[config.mk]
export PLATFORM = sky130hd
export DESIGN_NAME = framed_message_decoder_unit
export DESIGN_NICKNAME = d
export VERILOG_FILES = /design/src/rtl/core/fmd_pkg.sv /design/src/rtl/core/framed_message_decoder_unit.sv
export SDC_FILE = /design/constraint.sdc
export NUM_CORES = 1
export LEC_CHECK = 0
export BUFFER_PORTS_ARGS = -buffer_cell sky130_fd_sc_hd__buf_2
export CAP_MARGIN = 20
export CORE_UTILIZATION = 45
export DETAILED_ROUTE_END_ITERATION = 10
export PLACE_DENSITY = 0.71
export SLEW_MARGIN = 20
export SYNTH_ARGS = -nofsm -noshare
export SYNTH_HDL_FRONTEND = slang
export SYNTH_SLANG_ARGS = --single-unit
[constraint.sdc]
create_clock -name aclk -period 9.2 [get_ports aclk]
set_input_delay 1.38 -clock aclk [delete_from_list [all_inputs] [get_ports aclk]]
set_output_delay 1.38 -clock aclk [all_outputs]
set_load 0.02 [all_outputs]
[src/rtl/core/fmd_pkg.sv]
`timescale 1ns / 1ps

package fmd_pkg;

    // Receive modes
    typedef enum logic [1:0] {
        MODE_IDLE = 2'd0,
        MODE_DRAW = 2'd1,
        MODE_MOVE = 2'd2,
        MODE_WORD = 2'd3
    } rx_mode_t;

    // Result kinds
    typedef enum logic [2:0] {
        KIND_POS    = 3'd0,
        KIND_WORD   = 3'd1,
        KIND_WON    = 3'd2,
        KIND_BUTTON = 3'd3,
        KIND_DROP   = 3'd4
    } msg_kind_t;

    // Configuration register indexes
    typedef enum logic [2:0] {
        CFG_MARKER     = 3'd0,
        CFG_DRAW       = 3'd1,
        CFG_MOVE       = 3'd2,
        CFG_WORD       = 3'd3,
        CFG_WON        = 3'd4,
        CFG_FIRST_BTN  = 3'd5,
        CFG_BTN_COUNT  = 3'd6,
        CFG_DRAWER     = 3'd7
    } cfg_index_t;

    localparam int unsigned COORD_LEN   = 4;
    localparam int unsigned COUNT_W     = 3;
    localparam int unsigned OUT_DATA_W  = 48;

    // Coordinate byte count when full and after an overrun
    localparam logic [COUNT_W-1:0] COUNT_FULL    = 3'(COORD_LEN);
    localparam logic [COUNT_W-1:0] COUNT_OVERRUN = 3'(COORD_LEN + 1);

    // Register values after reset
    localparam logic [7:0] RST_MARKER    = 8'd255;
    localparam logic [7:0] RST_DRAW      = 8'd1;
    localparam logic [7:0] RST_MOVE      = 8'd2;
    localparam logic [7:0] RST_WORD      = 8'd3;
    localparam logic [7:0] RST_WON       = 8'd4;
    localparam logic [7:0] RST_FIRST_BTN = 8'd65;
    localparam logic [7:0] RST_BTN_COUNT = 8'd0;
    localparam logic       RST_DRAWER    = 1'b1;

endpackage

[src/rtl/core/framed_message_decoder_unit.sv]
`timescale 1ns / 1ps

// Framed message decoder.
// s_axis carries received bytes, one per transaction. m_axis carries decoded
// messages: positions, word indexes, won-round events, button presses and
// dropped-frame reports. Bytes that cause no message are consumed silently.
// The cfg channel writes the eight code registers; it is always ready and
// should only be used while no message is outstanding.
// A message is registered in the output register, or in the skid register
// while the receiver stalls, on the transaction of the byte that completes
// it. Throughput: one byte per cycle while s_axis_tready is high; the byte
// is decoded against the frame state in a single pass.
// When the receiver stalls, one further message is held in a skid register
// and s_axis_tready drops only while that skid register is occupied, so
// bytes keep flowing unless two messages are waiting.
// Reset (aresetn low, synchronous) returns the codes to their defaults,
// the decoder to idle with an empty coordinate count, and empties the
// output and skid registers.
module framed_message_decoder_unit (
    input  logic                             aclk,
    input  logic                             aresetn,
    // Received bytes
    input  logic                             s_axis_tvalid,
    output logic                             s_axis_tready,
    input  logic [7:0]                       s_axis_tdata,  // [7:0] rx_byte
    // Decoded messages
    output logic                             m_axis_tvalid,
    input  logic                             m_axis_tready,
    output logic [2:0]                       m_axis_tuser,  // [2:0] msg_kind
    // [15:0] pos_x, [31:16] pos_y, [32] pen_down, [40:33] value_byte, rest 0
    output logic [fmd_pkg::OUT_DATA_W-1:0]   m_axis_tdata,
    // Configuration writes
    input  logic                             cfg_valid,
    output logic                             cfg_ready,
    input  logic [2:0]                       cfg_index,
    input  logic [7:0]                       cfg_data
);

    import fmd_pkg::*;

    // Configuration registers
    logic [7:0] marker_reg, draw_reg, move_reg, word_reg, won_reg;
    logic [7:0] first_btn_reg, btn_count_reg;
    logic       drawer_reg;

    // Decoder state
    rx_mode_t               mode_reg, mode_next;
    logic [COUNT_W-1:0]     count_reg, count_next;
    logic [7:0]             coord_reg [COORD_LEN];
    logic                   coord_wr;

    // Result of the current byte
    logic                   res_emit;
    msg_kind_t              res_kind;
    logic [OUT_DATA_W-1:0]  res_data;
    logic [15:0]            res_x, res_y;
    logic                   res_pen;
    logic [7:0]             res_val;

    // Output and skid registers
    logic                   out_valid_reg, skid_valid_reg;
    msg_kind_t              out_kind_reg, skid_kind_reg;
    logic [OUT_DATA_W-1:0]  out_data_reg, skid_data_reg;

    logic       in_accept;
    logic [7:0] rx_byte;
    logic       is_marker, is_draw, is_move, is_word, is_won, is_button;
    logic [8:0] btn_end;
    logic [7:0] btn_index;

    assign cfg_ready     = 1'b1;
    assign s_axis_tready = !skid_valid_reg;
    assign in_accept     = s_axis_tvalid && s_axis_tready;
    assign rx_byte       = s_axis_tdata;

    // Code matches
    assign is_marker = (rx_byte == marker_reg);
    assign is_draw   = (rx_byte == draw_reg);
    assign is_move   = (rx_byte == move_reg);
    assign is_word   = (rx_byte == word_reg);
    assign is_won    = (rx_byte == won_reg);
    assign btn_end   = {1'b0, first_btn_reg} + {1'b0, btn_count_reg};
    assign is_button = (rx_byte >= first_btn_reg) && ({1'b0, rx_byte} < btn_end);
    assign btn_index = rx_byte - first_btn_reg;

    // Configuration writes
    always_ff @(posedge aclk) begin
        if (!aresetn) begin
            marker_reg    <= RST_MARKER;
            draw_reg      <= RST_DRAW;
            move_reg      <= RST_MOVE;
            word_reg      <= RST_WORD;
            won_reg       <= RST_WON;
            first_btn_reg <= RST_FIRST_BTN;
            btn_count_reg <= RST_BTN_COUNT;
            drawer_reg    <= RST_DRAWER;
        end else if (cfg_valid && cfg_ready) begin
            unique case (cfg_index_t'(cfg_index))
                CFG_MARKER:    marker_reg    <= cfg_data;
                CFG_DRAW:      draw_reg      <= cfg_data;
                CFG_MOVE:      move_reg      <= cfg_data;
                CFG_WORD:      word_reg      <= cfg_data;
                CFG_WON:       won_reg       <= cfg_data;
                CFG_FIRST_BTN: first_btn_reg <= cfg_data;
                CFG_BTN_COUNT: btn_count_reg <= cfg_data;
                CFG_DRAWER:    drawer_reg    <= cfg_data[0];
                default:       drawer_reg    <= drawer_reg;
            endcase
        end
    end

    // Next state
    always_comb begin
        mode_next  = mode_reg;
        count_next = count_reg;
        coord_wr   = 1'b0;
        unique case (mode_reg)
            MODE_IDLE: begin
                if (is_marker) begin
                    mode_next = MODE_IDLE;
                end else if (is_draw) begin
                    mode_next  = MODE_DRAW;
                    count_next = '0;
                end else if (is_move) begin
                    mode_next  = MODE_MOVE;
                    count_next = '0;
                end else if (is_word) begin
                    mode_next = MODE_WORD;
                end
            end
            MODE_DRAW, MODE_MOVE: begin
                if (!drawer_reg || is_marker) begin
                    mode_next  = MODE_IDLE;
                    count_next = '0;
                end else if (count_reg < COUNT_FULL) begin
                    coord_wr   = 1'b1;
                    count_next = count_reg + 1'b1;
                end else begin
                    count_next = COUNT_OVERRUN;
                end
            end
            MODE_WORD: begin
                mode_next = MODE_IDLE;
            end
            default: begin
                mode_next = MODE_IDLE;
            end
        endcase
    end

    // Result of the current byte
    always_comb begin
        res_emit = 1'b0;
        res_kind = KIND_POS;
        res_x    = '0;
        res_y    = '0;
        res_pen  = 1'b0;
        res_val  = '0;
        unique case (mode_reg)
            MODE_IDLE: begin
                if (!is_marker && !is_draw && !is_move && !is_word) begin
                    if (is_won) begin
                        res_emit = 1'b1;
                        res_kind = KIND_WON;
                    end else if (is_button) begin
                        res_emit = 1'b1;
                        res_kind = KIND_BUTTON;
                        res_val  = btn_index;
                    end
                end
            end
            MODE_DRAW, MODE_MOVE: begin
                if (drawer_reg && is_marker) begin
                    res_emit = 1'b1;
                    if (count_reg == COUNT_FULL) begin
                        res_kind = KIND_POS;
                        res_x    = {coord_reg[1], coord_reg[0]};
                        res_y    = {coord_reg[3], coord_reg[2]};
                        res_pen  = (mode_reg == MODE_DRAW);
                    end else begin
                        res_kind = KIND_DROP;
                    end
                end
            end
            MODE_WORD: begin
                res_emit = 1'b1;
                if (is_marker) begin
                    res_kind = KIND_DROP;
                end else begin
                    res_kind = KIND_WORD;
                    res_val  = rx_byte;
                end
            end
            default: begin
                res_emit = 1'b0;
            end
        endcase
    end

    assign res_data = {7'b0, res_val, res_pen, res_y, res_x};

    // Decoder state registers
    always_ff @(posedge aclk) begin
        if (!aresetn) begin
            mode_reg  <= MODE_IDLE;
            count_reg <= '0;
        end else if (in_accept) begin
            mode_reg  <= mode_next;
            count_reg <= count_next;
        end
    end

    // Coordinate buffer
    always_ff @(posedge aclk) begin
        if (in_accept && coord_wr) begin
            coord_reg[count_reg[1:0]] <= rx_byte;
        end
    end

    // Output register with skid stage
    always_ff @(posedge aclk) begin
        if (!aresetn) begin
            out_valid_reg  <= 1'b0;
            skid_valid_reg <= 1'b0;
        end else if (m_axis_tready || !out_valid_reg) begin
            if (skid_valid_reg) begin
                out_valid_reg  <= 1'b1;
                skid_valid_reg <= 1'b0;
            end else begin
                out_valid_reg <= in_accept && res_emit;
            end
        end else if (in_accept && res_emit) begin
            skid_valid_reg <= 1'b1;
        end
    end

    always_ff @(posedge aclk) begin
        if (m_axis_tready || !out_valid_reg) begin
            if (skid_valid_reg) begin
                out_kind_reg <= skid_kind_reg;
                out_data_reg <= skid_data_reg;
            end else begin
                out_kind_reg <= res_kind;
                out_data_reg <= res_data;
            end
        end else if (in_accept && res_emit) begin
            skid_kind_reg <= res_kind;
            skid_data_reg <= res_data;
        end
    end

    assign m_axis_tvalid = out_valid_reg;
    assign m_axis_tuser  = out_kind_reg;
    assign m_axis_tdata  = out_data_reg;

    // Skid stage only fills behind a waiting output
    a_skid_behind_out: assert property (@(posedge aclk) disable iff (!aresetn)
        skid_valid_reg |-> out_valid_reg)
        else $error("skid register holds a message with the output empty");

    // Count never passes the overrun mark
    a_count_range: assert property (@(posedge aclk) disable iff (!aresetn)
        count_reg <= COUNT_OVERRUN)
        else $error("coordinate count out of range");

    // Outside a position frame the count rests at zero
    a_count_idle: assert property (@(posedge aclk) disable iff (!aresetn)
        (mode_reg == MODE_IDLE || mode_reg == MODE_WORD) |-> count_reg == '0)
        else $error("coordinate count not cleared outside a position frame");

    // Non-position messages carry no coordinates
    a_no_coords: assert property (@(posedge aclk) disable iff (!aresetn)
        (out_valid_reg && out_kind_reg != KIND_POS) |-> out_data_reg[32:0] == '0)
        else $error("coordinates set on a non-position message");

endmodule

==> reports/results.tsv <==
stage	metric	value	unit
clock_tree	Longest Clk Path Bufs	2	
timing	period utilization	42.36	%
detailed_routing	drt initial violations	367	
setup_path	critical path's slowest cell	buf_4	
logic_synthesis	dominant cell type by area after synthesis	edfxtp_1	
layout	layout cells sized above 1	18.09	%
logic_synthesis	Area contributors post-synth	edfxtp_1, dfxtp_1, nand2_1	
detailed_routing	drt total wl	17.57	mm
clock_tree	Clock Latency Late Sink	430	ps
setup_path	crit path buf inv count	2	
setup_path	Crit Path Max Fanout	44	
worst_hold_path	worst hold path class	register to register	
timing	min cycle time layout	3897	ps
detailed_routing	DRT antenna net count	0	
floorplanning	Initial Utilization	46.15	%
pwr	worst vdd ir	0.1478	mV
timing	final hold violations	0	
grt	initial antenna violation count	0	
pwr	Net Sw Power	0.0004715	W
grt	overall routing resource usage	18.86	%
setup_path	critical path capture point type	register	
place	Buffers on Ports	69	
pwr	Power Dens Cells	185.5	nW/µm²
timing	Hold Slack	480.8	ps
layout	ANT cells	0	
pwr	combinational share of power	10.7	%
setup_path	delay-heaviest family, CP	compound AO/OA/AOI/OAI gates	
outcome	status	finished clean	
clock_tree	TritonCTS clock tree	built	
grt	vias in the first global route	5299	
floorplanning	Die Area	19810	µm²
clock_tree	post-CTS setup buffer count	0	
timing	Total Neg Setup Slack	0	ps
grt	largest net degree at the start of global routing	69	
detailed_routing	vias per cell	5.179	
detailed_routing	DRC violations left	0	
clock_tree	hold buffer count at CTS	0	
clock_tree	clock-pin slew on the worst setup and hold paths	70	ps
clock_tree	Num CTS Buffers	17	
floorplanning	Die Ht	140.7	µm
setup_path	Largest stage delay, worst path	510	ps
timing	final setup fails	0	
logic_synthesis	Post-synth ARST share	0	%
setup_path	CP cell instances	ha_1 -> inv_1 -> fa_1 -> nor2b_1 -> o31a_1 -> o21ai_0 -> nand2b_1 -> xnor2_1 -> ha_1 -> a21o_1 -> a21oi_1 -> o2bb2ai_1 -> nand3_1 -> nand3_1 -> a211oi_4 -> buf_4	
floorplanning	I/O Pins	78	
detailed_routing	routed len/inst	16.70	µm
logic_synthesis	post-synth cell types	57	
logic_synthesis	Seq/Total Area, Yosys	56.39	%
logic_synthesis	Gate Count Post-Synth	745	
logic_synthesis	Mean Syn Cell Area	11.63	µm²
pwr	sequential share of power	51.0	%
flow_run	max-cap violation count	0	
setup_path	Worst setup SP type	register	
floorplanning	die width	140.7	µm
layout	most frequent cells in the layout	nand2_1, edfxtp_1, buf_2, dfxtp_1, a21boi_0	
timing	Slew Viols, Final	0	
place	Final Wtd Congestion	0.8403	
timing	RSZ-0062 raised after global routing	no	
pwr	switch share	26.19	%
floorplanning	Core Region	18770	µm²
grt	first-pass GRT wire length	28.21	mm
timing	clock skew	15.25	ps
setup_path	kind of critical path	register to register	
logic_synthesis	Most used DFF post-synth	edfxtp_1	
setup_path	Worst Path Required	9270	ps
detailed_routing	drt pass-1 iters	4	
clock_tree	Resized Gates After CTS	0	
logic_synthesis	Post-synth EDFFs	120	
place	post-DP HPWL	12.07	mm
timing	Slew @ Worst Pin	1064	ps
layout	Syn-to-layout area delta	12.05	%
timing	Slew HR	29.09	%
layout	most common cell after layout, fill and taps aside	nand2_1	
pwr	P_leak	3.897	nW
pwr	clock share of power	38.3	%
pwr	internal power	0.001329	W
layout	Layout Nets	863	
logic_synthesis	yosys synthesis warning count	0	
timing	max frequency	256.6	MHz
grt	gr ovfl total	0	
clock_tree	clock sink total	184	
logic_synthesis	mapped cell area	8662	µm²
setup_path	Worst Path Arrival	3960	ps
detailed_routing	Via Count	5448	
logic_synthesis	post-synth top area share	41.60	%
clock_tree	Clock Tree Root	clkbuf_16	
clock_tree	H-tree lvl count	4	
logic_synthesis	Yosys reg bits	184	
floorplanning	FP Rows	50	
metal layers:
metal	global-route usage (%)	wire length, µm
met1	25.16	8457
met2	30.11	8027
met4	7.494	380
met3	3.906	701
met5	0	0
power groups by stage:
stage	registers, W	logic, W	clock network, W
floorplan	0.000953	0.000118	0
global route	0.000921	0.000213	0.000734
detailed placement	0.000937	0.000193	0
global placement	0.000937	0.000191	0
CTS	0.000918	0.000194	0.000704
finish	0.000918	0.000193	0.000690
final cells by class:
class	instances	area (µm²)
fillers	1621	9062
flip-flops and latches	184	4885
multi-input cells	510	3521
clock buffers	18	429.2
repair buffers	73	375.4
well taps	234	292.8
clock inverters	13	127.6
inverters	20	75.07
worst reg2reg max path, cell delays in order, from the launching register on:
cell	delay (ps)
dfxtp_1	410
ha_1	200
inv_1	60
fa_1	390
nor2b_1	180
o31a_1	200
o21ai_0	100
nand2b_1	90
xnor2_1	120
ha_1	260
a21o_1	160
a21oi_1	140
o2bb2ai_1	120
nand3_1	120
nand3_1	200
a211oi_4	250
buf_4	510
cells in the mapped netlist (5+ instances only):
library cell and n:
nand2b_1 7, nand3_1 21, nor2b_1 7, xnor2_1 27
edfxtp_1 120, clkbuf_1 18, xor2_1 24, inv_1 19
ha_1 31, buf_6 5, o221ai_1 7, a21oi_1 8
mux2i_1 5, nand4_1 9, buf_4 10, nor3_1 5
nor2_1 13, and2_4 30, mux2_1 30, and2_1 9
dfxtp_1 64, o21ai_0 24, a211oi_1 5, nand2_1 144
a21boi_0 41
logic make-up after synthesis:
logic type | Yosys count | share of synthesized area (%)
multiplexers | 39 | 4.998
AO/OA/AOI/OAI | 113 | 9.144
AND/OR/NAND/NOR | 266 | 15.89
adder cells (fa/ha/maj) | 33 | 4.940
buffers and inverters | 57 | 3.394
XOR/XNOR | 51 | 5.157
other | 2 | 0.08670
flip-flops | 184 | 56.39
per-stage QoR:
step                      setup WS, ps  total power, W  instance area (µm²)  util, %  cells
final                             5303        0.001801                 9706    51.71   1052
after global routing              5087        0.001868                 9706    51.71   1052
after CTS                         5343        0.001816                 9706    51.71   1052
after detailed placement          5041        0.001130                 9149    48.75   1021
after global placement            5112        0.001128                 9149    48.75   1021
after floorplan                   2764        0.001071                 8685        -    751
path summary, 6_finish.rpt:
path,from,to,slack [ps],cells after the start
setup / recovery,first_btn_reg[0]$_SDFFE_PN1P_,skid_data_reg[22]$_DFFE_PP_,5300,16
setup reg to reg,first_btn_reg[0]$_SDFFE_PN1P_,skid_data_reg[22]$_DFFE_PP_,5300,16
hold / removal,draw_reg[4]$_SDFFE_PN0P_,draw_reg[4]$_SDFFE_PN0P_,480,2
hold reg to reg,draw_reg[4]$_SDFFE_PN0P_,draw_reg[4]$_SDFFE_PN0P_,480,2
(Power assumes the default switching activity.)
